<file path="src/rtl/assert_macros.svh">
// assertion macros used by the rtl of page_residency_tracker_unit
// no dependencies
`ifndef ASSERT_MACROS_SVH
`define ASSERT_MACROS_SVH
`define ASSERT_CLK(label, clk, rst_n, prop, msg) \
    label: assert property (@(posedge clk) disable iff (!rst_n) (prop)) else $error(msg);
`define ASSERT_CLK_RST(label, clk, prop, msg) \
    label: assert property (@(posedge clk) (prop)) else $error(msg);
`endif

</file>
<file path="src/rtl/prt_ram.sv">
// generic single port ram with registered read
// no dependencies
`default_nettype none
module prt_ram #(
    parameter int unsigned WIDTH = 8,
    parameter int unsigned DEPTH = 16
) (
    input  wire logic                     i_clk,
    input  wire logic                     i_we,
    input  wire logic [$clog2(DEPTH)-1:0] i_addr,
    input  wire logic [WIDTH-1:0]         i_wdata,
    output logic      [WIDTH-1:0]         o_rdata
);
    logic [WIDTH-1:0] r_mem [DEPTH];
    always_ff @(posedge i_clk) begin
        if (i_we) r_mem[i_addr] <= i_wdata;
        o_rdata <= r_mem[i_addr];
    end
endmodule
`default_nettype wire

</file>
<file path="config.mk">
export PLATFORM = sky130hd
export DESIGN_NAME = prt_ram
export DESIGN_NICKNAME = d
export VERILOG_FILES = /design/src/rtl/assert_macros.svh /design/src/rtl/prt_ram.sv
export SDC_FILE = /design/constraint.sdc
export NUM_CORES = 1
export LEC_CHECK = 0
export ABC_AREA = 1
export BUFFER_PORTS_ARGS = -buffer_cell sky130_fd_sc_hd__clkbuf_2
export CORE_ASPECT_RATIO = 1.1
export CORE_MARGIN = 10
export CORE_UTILIZATION = 55
export DETAILED_ROUTE_END_ITERATION = 12
export PLACE_DENSITY = 0.75
export SYNTH_ARGS = -nofsm -noshare
export SYNTH_HDL_FRONTEND = slang
export SYNTH_SLANG_ARGS = --single-unit
</file>
<file path="constraint.sdc">
create_clock -name i_clk -period 1.5 [get_ports i_clk]
set_input_delay 0.225 -clock i_clk [delete_from_list [all_inputs] [get_ports i_clk]]
set_output_delay 0.225 -clock i_clk [all_outputs]
set_load 0.05 [all_outputs]
</file>
==> results by group, run 1 <==
Status
  • Outcome: finished clean

Floorplanning
  • Die Y: around 130 um
  • Num rows: 38
  • Core area: 9890 sq um
  • IO Count: 22
  • Starting Density: between 50% and 60%
  • Die Area: between 10000 and 15000 sq um
  • Die Wd: 116 um

Logic synthesis
  • Warnings from Yosys: 0
  • EDFF count, synth: between 100 and 150
  • Largest area contributor in the synthesized netlist: edfxtp_1
  • Syn avg cell area: 10.2 sq um
  • Register area share after synthesis: between 70% and 80%
  • Flops & latches, synth: 136
  • Mapped Nets: 562
  • Ys async rst share: 0%
  • Synth top area cells: edfxtp_1 69%, nand2_1 23%, dfxtp_1 2.9%, inv_1 1.4%, nor2_1 1.2%
  • Netlist cell types: 11
  • Top_reg_cell synth: edfxtp_1
  • Mapped Cells: around 550
  • Cell Area, Synth: between 5000 and 6000 sq um
  • Synth top cells by count: 346 x nand2_1, 128 x edfxtp_1, 21 x inv_1
  • Top-count cell post-synth: nand2_1
  • Yosys top cell area share: between 60 and 70%

Critical path
  • Critical-path cell list: clkbuf_2
  • Reg2reg path depth: 8
  • CP peak stage delay: roughly 0.32 ns
  • Worst EP arrival: ~1.1 ns
  • Crit path max fanout: 1
  • Critical Path RT: between 1 and 1.5 ns
  • Logic depth of the worst path, buffers included: 1
  • Buf/Inv on CP: 1
  • Crit path max-delay family: flip-flops
  • Crit Path Class: register to output port
  • Worst setup SP type: register
  • Worst path slowest cell: dfxtp_1
  • Endpoint class of the critical path: output port

Drt
  • Vias per cell: about 5.3
  • Router iterations before antenna repair: 5
  • Routed wire per std cell: 17.4 um
  • Routed WL: approximately 13 mm
  • DRC: 0
  • Via Count: 3811
  • DRT antenna net count: 0
  • DRT iter0 DRCs: between 200 and 250

Global route
  • Met1 usage: 21.4%
  • Initial antenna violation count: 0
  • Total Routing Usage GR: about 18%
  • Most used routing layer: met2
  • Number of global-route vias before repair: 3884
  • Largest net degree at the start of global routing: 45
  • Met2 usage: 31.2%
  • M3 GR Usage: between 4 and 5%
  • Grt ovf: 0
  • Global-route wire length before repair: between 20 and 25 mm

Min path
  • HP Class: primary input to register
  • Hold Crit Depth: 1

Clocking
  • Clk slew on worst S/H paths: 0.06 ns
  • CTS root buf: clkbuf_8
  • Post-CTS setup repair buffer count: 0
  • CTS sink count: 136
  • Post_cts resized: 0
  • TritonCTS clock tree: built
  • Hold buffers post-CTS: 0
  • Clk buf depth: 2
  • # H-tree levels: 4
  • Clock buffer count from CTS: 17
  • Clock latency on the worst-skew pair: 0.53 ns

Timing
  • RSZ-0062 raised after global routing: no
  • Slew headroom: between 70% and 80%
  • Fin. max-slew vios: 0
  • Fin crit share: between 80% and 90%
  • Tmin final: ~1.3 ns
  • Final hold vios: 0
  • Max Fclk: roughly 750 MHz
  • Actual slew at the worst max-slew pin: 0.429 ns
  • Final Setup Violations: 0
  • Fin Setup TNS: 0 ns
  • Clk_skew: 0.00788 ns

Pwr
  • Maximum vdd drop: between 700 and 800 uV
  • Static Leakage: 0.00286 uW
  • PwrDens: about 1400 nW/um^2

Place
  • IO buf count: 21
  • DP Area: about 6000 sq um
  • HPWL Detailed: just under 8 mm
  • Dpl cells: between 600 and 700
  • GPL Wtd Cong: between 0.8 and 0.9

Layout
  • Diode count: 0
  • Design area: ~6600 sq um
  • Multi-input logic area: ~1400 sq um
  • Final #Nets: slightly above 600
  • Fillers: roughly 730
  • Register area: between 4000 and 5000 sq um
  • Post-Layout Cell Count: 724
  • Layout cells sized above 1: 14.1%
  • Final core utilization: 66.8%
  • Synthesis-to-layout area growth: 18.1%

Flow run
  • Max-cap violation count: 0
-- power breakdown --
part | switching (uW) | leakage [uW] | internal [uW]
registers | 23.2 | 0.00122 | 4250
logic | 461 | 0.00135 | 161
clock network | 1510 | 0.000287 | 2610
total | 2000 | 0.00286 | 7020
-- kinds of logic (layout without fill, tap and decap cells) --
group,count (synthesis),count (layout),synth area share (%)
buffers and inverters,44,100,3.62
flip-flops,136,136,71.6
AND/OR/NAND/NOR,368,368,24.8
-- metal layers --
metal	share of wire (%)	vias to the layer above
li1	-	1837
met1	40	1824
met2	53	137
met3	6.5	13
met4	1.3	0
met5	0	-
-- final timing paths --
check / from / endpoint / slack, ns
max reg2reg: r_mem[2][7]$_DFFE_PP_ / o_rdata[7]$_DFF_P_ / 0.44
max: o_rdata[1]$_DFF_P_ / o_rdata[1] / 0.17
min: i_wdata[0] / r_mem[2][0]$_DFFE_PP_ / 0.17
min reg2reg: r_mem[11][7]$_DFFE_PP_ / o_rdata[7]$_DFF_P_ / 0.72
-- layout make-up --
type,instances,area share (%)
Multi-Input combinational cell,368,21.3
Clock buffer,20,6.75
Clock inverter,12,2.27
Sequential cell,136,60.6
Tap cell,120,2.27
Inverter,23,1.31
Timing Repair Buffer,45,5.46
-- metrics by stage --
step                power [uW]  hold slack [ns]  setup WS (ns)
floorplan                 4730            0.324         -0.102
global placement          4950            0.694          0.102
detailed placement        4970            0.704         0.0187
CTS                       9080            0.159          0.140
global route              9320            0.176          0.109
finish                    9020            0.171          0.166
-- cell usage in the layout, fill, tap and decap left out --
cell,synthesis,final
clkinvlp_4,0,3
dfxtp_1,8,8
nor2_1,18,10
clkinv_4,0,1
nand3_1,4,4
inv_2,1,1
clkbuf_2,0,21
inv_6,0,1
nor2_2,0,8
edfxtp_1,128,128
clkbuf_8,0,3
clkinv_1,1,1
bufinv_16,0,3
clkinv_2,0,4
clkbuf_16,0,16
clkbuf_1,3,1
nand2_1,346,346
buf_12,0,6
inv_1,21,21
buf_4,6,18
-- worst reg2reg max path, cell delays in order, from the launching register on --
cell and delay, ns:
edfxtp_1 0.37, nand2_1 0.09, nand2_1 0.05, nand2_1 0.07
nand2_1 0.09, nand2_1 0.07, nand2_1 0.10, inv_1 0.08
nand2_1 0.04
-- registers in the layout (all words and copies together), names as in the netlist --
signal,flops
r_mem,128
o_rdata,8
Power figures use the tool's default switching activity.
==> run 2, diff against run 1 <==
CELL_PAD_IN_SITES_DETAIL_PLACEMENT = 0   (was default)
CELL_PAD_IN_SITES_GLOBAL_PLACEMENT = 2   (was default)
CORE_UTILIZATION = 36   (was 55)
CTS_CLUSTER_SIZE = 16   (was default)
PLACE_DENSITY = default   (was 0.75)
PLACE_DENSITY_LB_ADDON = 0.1   (was default)
==> run 2 against run 1 <==
Compared with the run above: clock power decreased by 2%; register-to-register slack improved by 0.05 ns; combinational power increased by 3.4%; first-iteration DRC count increased by 11%; clock-buffer cell count decreased by 3; critical endpoint is now o_rdata[7]; clock skew decreased by 0.0027 ns; utilization decreased by 22 points.
==> results by group, run 2 (synthesis results as in run 1) <==
Status
  • Outcome: finished clean

Floorplanning
  • Starting Density: 36.9%
  • Die Area: roughly 21000 sq um
  • Num rows: 47
  • Core area: ~15000 sq um
  • Die Wd: roughly 140 um
  • Die Y: 151 um
  • IO Count: 22

Layout
  • Fillers: roughly 1500
  • Register with the most flip-flops: r_mem
  • Final #Nets: 617
  • Multi-input logic area: ~1400 sq um
  • Design area: a little under 7000 sq um
  • Layout cells sized above 1: between 10% and 20%
  • Synthesis-to-layout area growth: 20.9%
  • Top Registers: r_mem x128, o_rdata x8
  • Register area: 4000 sq um
  • Commonest non-fill, non-tap cells in the layout: 346 x nand2_1, 128 x edfxtp_1, 31 x buf_4
  • Max FFs per register: 128
  • Most common cell after layout, fill and taps aside: nand2_1

Critical path
  • Endpoint class of the critical path: output port
  • Worst path slowest cell: dfxtp_1
  • Critical-path cell list: clkbuf_2
  • Critical Path RT: around 1.3 ns
  • CP peak stage delay: 0.33 ns
  • Crit path max-delay family: flip-flops
  • Crit path max fanout: 1
  • RR Startpoint: r_mem[13][4]$_DFFE_PP_
  • Worst setup SP type: register
  • Crit Path Class: register to output port
  • Buf/Inv on CP: 1
  • Worst EP arrival: roughly 1.0 ns
  • Critical Path Start: o_rdata[7]$_DFF_P_

Timing
  • Tmin final: between 1 and 1.5 ns
  • Max Fclk: 805 MHz
  • Fin crit share: between 80% and 90%
  • Min setup slack post-route: 0.258 ns
  • RSZ-0062 raised after global routing: no
  • Clk_skew: 0.00520 ns
  • Fin. max-slew vios: 0
  • Slew headroom: roughly two thirds
  • Actual slew at the worst max-slew pin: 0.492 ns
  • Fin Setup TNS: 0 ns
  • Final hold vios: 0
  • Final Setup Violations: 0

Place
  • HPWL Detailed: between 9 and 10 mm
  • Pre-CTS setup slack: -0.113 ns
  • DP Area: a little over 6000 sq um
  • IO buf count: 21
  • GPL Wtd Cong: between 0.8 and 0.9

Pwr
  • PwrDens: 1320 nW/um^2
  • Maximum vdd drop: 651 uV
  • Share of power burned in registers: between 40% and 50%
  • Int Pwr: between 6000 and 7000 uW
  • Switch share: 23.3%
  • Switching power: 2090 uW
  • Comb pwr share: 7.2%
  • Static Leakage: approximately 0.0029 uW
  • Clock power frac: ~45%

Drt
  • DRT antenna net count: 0
  • DRC: 0
  • WL met2: about 6.5 mm
  • Vias per cell: 4.54
  • Via Count: 3690
  • WL met3: about 440 um
  • Routed WL: 13.9 mm
  • Max Used Layer: met4
  • DRT iter0 DRCs: roughly 260
  • Metal-1 WL: around 6.7 mm
  • Router iterations before antenna repair: 4
  • Routed wire per std cell: between 15 and 20 um

Clocking
  • Post_cts resized: 0
  • Post-CTS setup repair buffer count: 0
  • Clk buf depth: 2
  • Clock latency on the worst-skew pair: 0.41 ns
  • TritonCTS clock tree: built
  • CTS root buf: clkbuf_16
  • Clock buffer count from CTS: 17
  • Hold buffers post-CTS: 0
  • # H-tree levels: 4
  • CTS sink count: approximately 140
  • Clk slew on worst S/H paths: around 0.060 ns

Global route
  • Grt ovf: 0
  • Number of global-route vias before repair: roughly 3800
  • Global-route wire length before repair: between 20 and 25 mm
  • Largest net degree at the start of global routing: 28
  • Total Routing Usage GR: 13.7%
  • Initial antenna violation count: 0

Min path
  • Hold_sp: i_wdata[4]
  • HP Class: primary input to register

Flow run
  • Max-cap violation count: 0
-- run 2: stage by stage --
step | utilization, % | total power, uW | hold WS (ns) | std cells
detailed placement | 40.7 | 5010 | 0.704 | 780
floorplan | - | 4730 | 0.324 | 548
global placement | 40.7 | 5010 | 0.711 | 780
finish | 44.6 | 8960 | 0.319 | 813
global route | 44.6 | 9330 | 0.329 | 812
CTS | 44.6 | 9040 | 0.317 | 812
-- run 2: per-layer routing --
metal  global-route usage (%)  vias up
met5                        0        -
met4                     4.80        0
met3                     3.72       18
met2                     22.0       51
met1                     17.6     1757
li1                         -     1864
-- run 2: power groups by stage --
stage          clock (uW)  sequential [uW]  combinational [uW]
3_5_place_dp            0             4350                 655
6_report             4040             4270                 643
3_3_place_gp            0             4350                 657
4_1_cts              4110             4270                 658
5_1_grt              4330             4280                 724
2_1_floorplan           0             4440                 297
-- run 2: worst paths after layout --
path                                         endpoint  slack (ns)  cells after the start
worst min-delay path            r_mem[4][4]$_DFFE_PP_        0.32                      1
worst min register to register     o_rdata[6]$_DFF_P_        0.70                      8
worst max register to register     o_rdata[4]$_DFF_P_        0.49                      8
worst max-delay path                       o_rdata[7]        0.26                      1
-- run 2: final cells by class --
type                            count  area share [%]
Clock buffer                       17            6.29
Tap cell                          196            3.63
Sequential cell                   136            59.2
Inverter                           23            1.28
Antenna cell                        1          0.0370
Timing Repair Buffer               57            6.48
Clock inverter                     15            2.29
Multi-Input combinational cell    368            20.8
==> run 3, diff against run 2 <==
ABC_AREA = 0   (was 1)
CORE_UTILIZATION = 48   (was 36)
clock period = 1.29 ns   (was 1.5 ns; I/O delays follow)
==> run 3 against run 2 <==
Compared with the run above: synthesized cell count decreased by 58%; clock power increased by 12%; flip-flop and latch count is the same; register-to-register slack got worse by 0.46 ns; setup slack lost 0.23 ns; combinational power increased by 6.4%; clock-buffer cell count up 4; critical endpoint is now o_rdata[6]$_DFF_P_; largest power group unchanged; highest routed layer unchanged.
==> results by group, run 3 <==
Clocking
  • CTS sink count: about 140
  • TritonCTS clock tree: built
  • Clk buf depth: 2
  • Post-CTS setup repair buffer count: 0
  • # H-tree levels: 4
  • CTS root buf: clkbuf_16
  • Clk slew on worst S/H paths: 0.06 ns
  • Clock buffer count from CTS: 17
  • Clock latency on the worst-skew pair: between 0.4 and 0.5 ns

Critical path
  • Critical-path cell list: mux4_2 > a22oi_2 > nand2_1
  • Worst EP arrival: roughly 1.6 ns
  • Crit path max fanout: 1
  • Worst path slowest cell: mux4_2
  • Critical Path RT: 1.58 ns
  • Crit path max-delay family: multiplexers
  • Crit Path Class: register to register
  • Endpoint class of the critical path: register
  • Worst setup SP type: register
  • Buf/Inv on CP: 0
  • CP peak stage delay: between 0.4 and 0.5 ns

Pwr
  • PwrDens: around 1600 nW/um^2
  • Static Leakage: roughly 0.0021 uW
  • Maximum vdd drop: just over 800 uV

Global route
  • Most used routing layer: met2
  • Number of global-route vias before repair: between 2000 and 3000
  • Total Routing Usage GR: roughly 15%
  • Met1 usage: ~17%
  • Largest net degree at the start of global routing: 20
  • Global-route wire length before repair: 15.8 mm
  • Initial antenna violation count: 0
  • M3 GR Usage: roughly 5%
  • Met2 usage: 23.9%
  • Grt ovf: 0

Logic synthesis
  • EDFF count, synth: around 130
  • Syn avg cell area: about 22 sq um
  • Cell Area, Synth: 5070 sq um
  • Mapped Nets: 244
  • Synth top area cells: edfxtp_1 76%, mux4_2 14%, dfxtp_1 3.2%, a22oi_1 2.4%, nor2_1 0.96%
  • Mapped Cells: 230
  • Top-count cell post-synth: edfxtp_1
  • Yosys top cell area share: 75.9%
  • Top_reg_cell synth: edfxtp_1
  • Warnings from Yosys: 0
  • Flops & latches, synth: between 100 and 150
  • Synth top cells by count: 128 x edfxtp_1, 32 x mux4_2, 16 x a22oi_1
  • Largest area contributor in the synthesized netlist: edfxtp_1
  • Netlist cell types: 18
  • Ys async rst share: 0%
  • Register area share after synthesis: just under 80%

Layout
  • Final #Nets: between 300 and 400
  • Max FFs per register: approximately 130
  • Fillers: 750
  • Post-Layout Cell Count: ~450
  • Diode count: 0
  • Commonest non-fill, non-tap cells in the layout: 128 x edfxtp_1, 32 x mux4_2, 19 x clkbuf_2
  • Register with the most flip-flops: r_mem
  • Final core utilization: between 60% and 70%
  • Most common cell after layout, fill and taps aside: edfxtp_1
  • Synthesis-to-layout area growth: 28.2%
  • Layout cells sized above 1: 48.4%
  • Top Registers: r_mem x128, o_rdata x8

Drt
  • Vias per cell: roughly 5.4
  • DRT iter0 DRCs: about 190
  • DRT antenna net count: 0
  • Router iterations before antenna repair: 4
  • Via Count: 2419
  • Routed wire per std cell: about 23 um
  • Routed WL: 10.3 mm
  • DRC: 0

Timing
  • Final Setup Violations: 0
  • RSZ-0062 raised after global routing: yes
  • Clk_skew: a little over 0.01 ns
  • Slew headroom: between 30% and 40%
  • Fin. max-slew vios: 0
  • Tmin final: around 1.3 ns
  • Fin crit share: slightly below 100%
  • Final hold vios: 0
  • Actual slew at the worst max-slew pin: between 0.9 and 1 ns
  • Max Fclk: 792 MHz

Floorplanning
  • Num rows: 39
  • IO Count: 22
  • Die Area: roughly 15000 sq um
  • Die Wd: roughly 120 um
  • Die Y: around 130 um
  • Core area: 10300 sq um
  • Starting Density: between 40% and 50%

Min path
  • HP Class: primary input to register

Flow run
  • Max-cap violation count: 0

Place
  • Dpl cells: 417
  • IO buf count: 21
  • GPL Wtd Cong: ~0.75
  • HPWL Detailed: 6.91 mm

Status
  • Outcome: finished clean
==> run 3: cell types whose count changed after synthesis, moves of 5 or more <==
cell     change
a22oi_1     +16
buf_2       -10
buf_4        -6
inv_1       -21
mux4_2      +32
nand2_1    -337
nor2_1       -5
==> run 3: logic make-up (layout without fill, tap and decap cells) <==
group	Yosys count	count (layout)	share of synthesized area, %
simple gates	35	35	3.21
flops	136	136	79.0
compound gates	16	16	2.37
mux	32	32	14.2
buf+inv	11	87	1.19
==> run 3: cell type report <==
type                       count  area [sq um]  area share, %
clock buffer                  21           470           7.24
clock inverter                11          98.8           1.52
multi-input combinational     83          1180           18.2
sequential                   136          4000           61.6
tap                          143           179           2.75
timing repair buffer          55           566           8.70
==> run 3: path summary, 6_finish.rpt <==
| check | start | end | slack, ns | cells after the start |
|---|---|---|---|---|
| hold reg to reg | r_mem[15][1]$_DFFE_PP_ | o_rdata[1]$_DFF_P_ | 0.68 | 3 |
| setup reg to reg | r_mem[11][6]$_DFFE_PP_ | o_rdata[6]$_DFF_P_ | 0.03 | 3 |
| hold / removal | i_wdata[6] | r_mem[14][6]$_DFFE_PP_ | 0.23 | 1 |
| setup / recovery | r_mem[11][6]$_DFFE_PP_ | o_rdata[6]$_DFF_P_ | 0.03 | 3 |
==> run 3: routing by layer <==
layer | vias up | routed length, um | part of all wire [%]
met5 | - | 0 | 0
met4 | 0 | 166 | 1.6
met3 | 16 | 553 | 5.4
met2 | 56 | 5320 | 52
met1 | 1250 | 4240 | 41
li1 | 1097 | - | -
==> run 3: through the flow <==
stage | hold slack [ns] | total power (uW) | TNS (ns) | area [sq um] | worst slack (ns)
after global routing | 0.234 | 10500 | -0.0973 | 6500 | -0.0285
after global placement | 0.627 | 5730 | -16.17 | 5870 | -0.325
final | 0.225 | 10200 | 0 | 6500 | 0.0266
after floorplan | 0.292 | 5450 | -3.11 | 5210 | -0.0557
after CTS | 0.227 | 10300 | 0 | 6490 | 0.0000870
after detailed placement | 0.655 | 5740 | -18.25 | 5870 | -0.345
==> run 3: worst reg2reg max path: stages, from the launching register on <==
cell	delay, ns
edfxtp_1	0.35
mux4_2	0.48
a22oi_2	0.24
nand2_1	0.07
==> run 3: power by group <==
part | internal (uW) | leakage (uW) | switching (uW)
Sequential | 4940 | 0.00122 | 30.6
Clock | 2790 | 0.000264 | 1720
Combinational | 270 | 0.000641 | 415
Total | 8010 | 0.00213 | 2170
==> run 3: timing repair <==
action | 4_1_cts | 5_1_grt
pin swaps | 1 | 5
setup endpoints to repair | 9 | 7
gates resized for setup | 10 | 2
hold buffers | 0 | 0
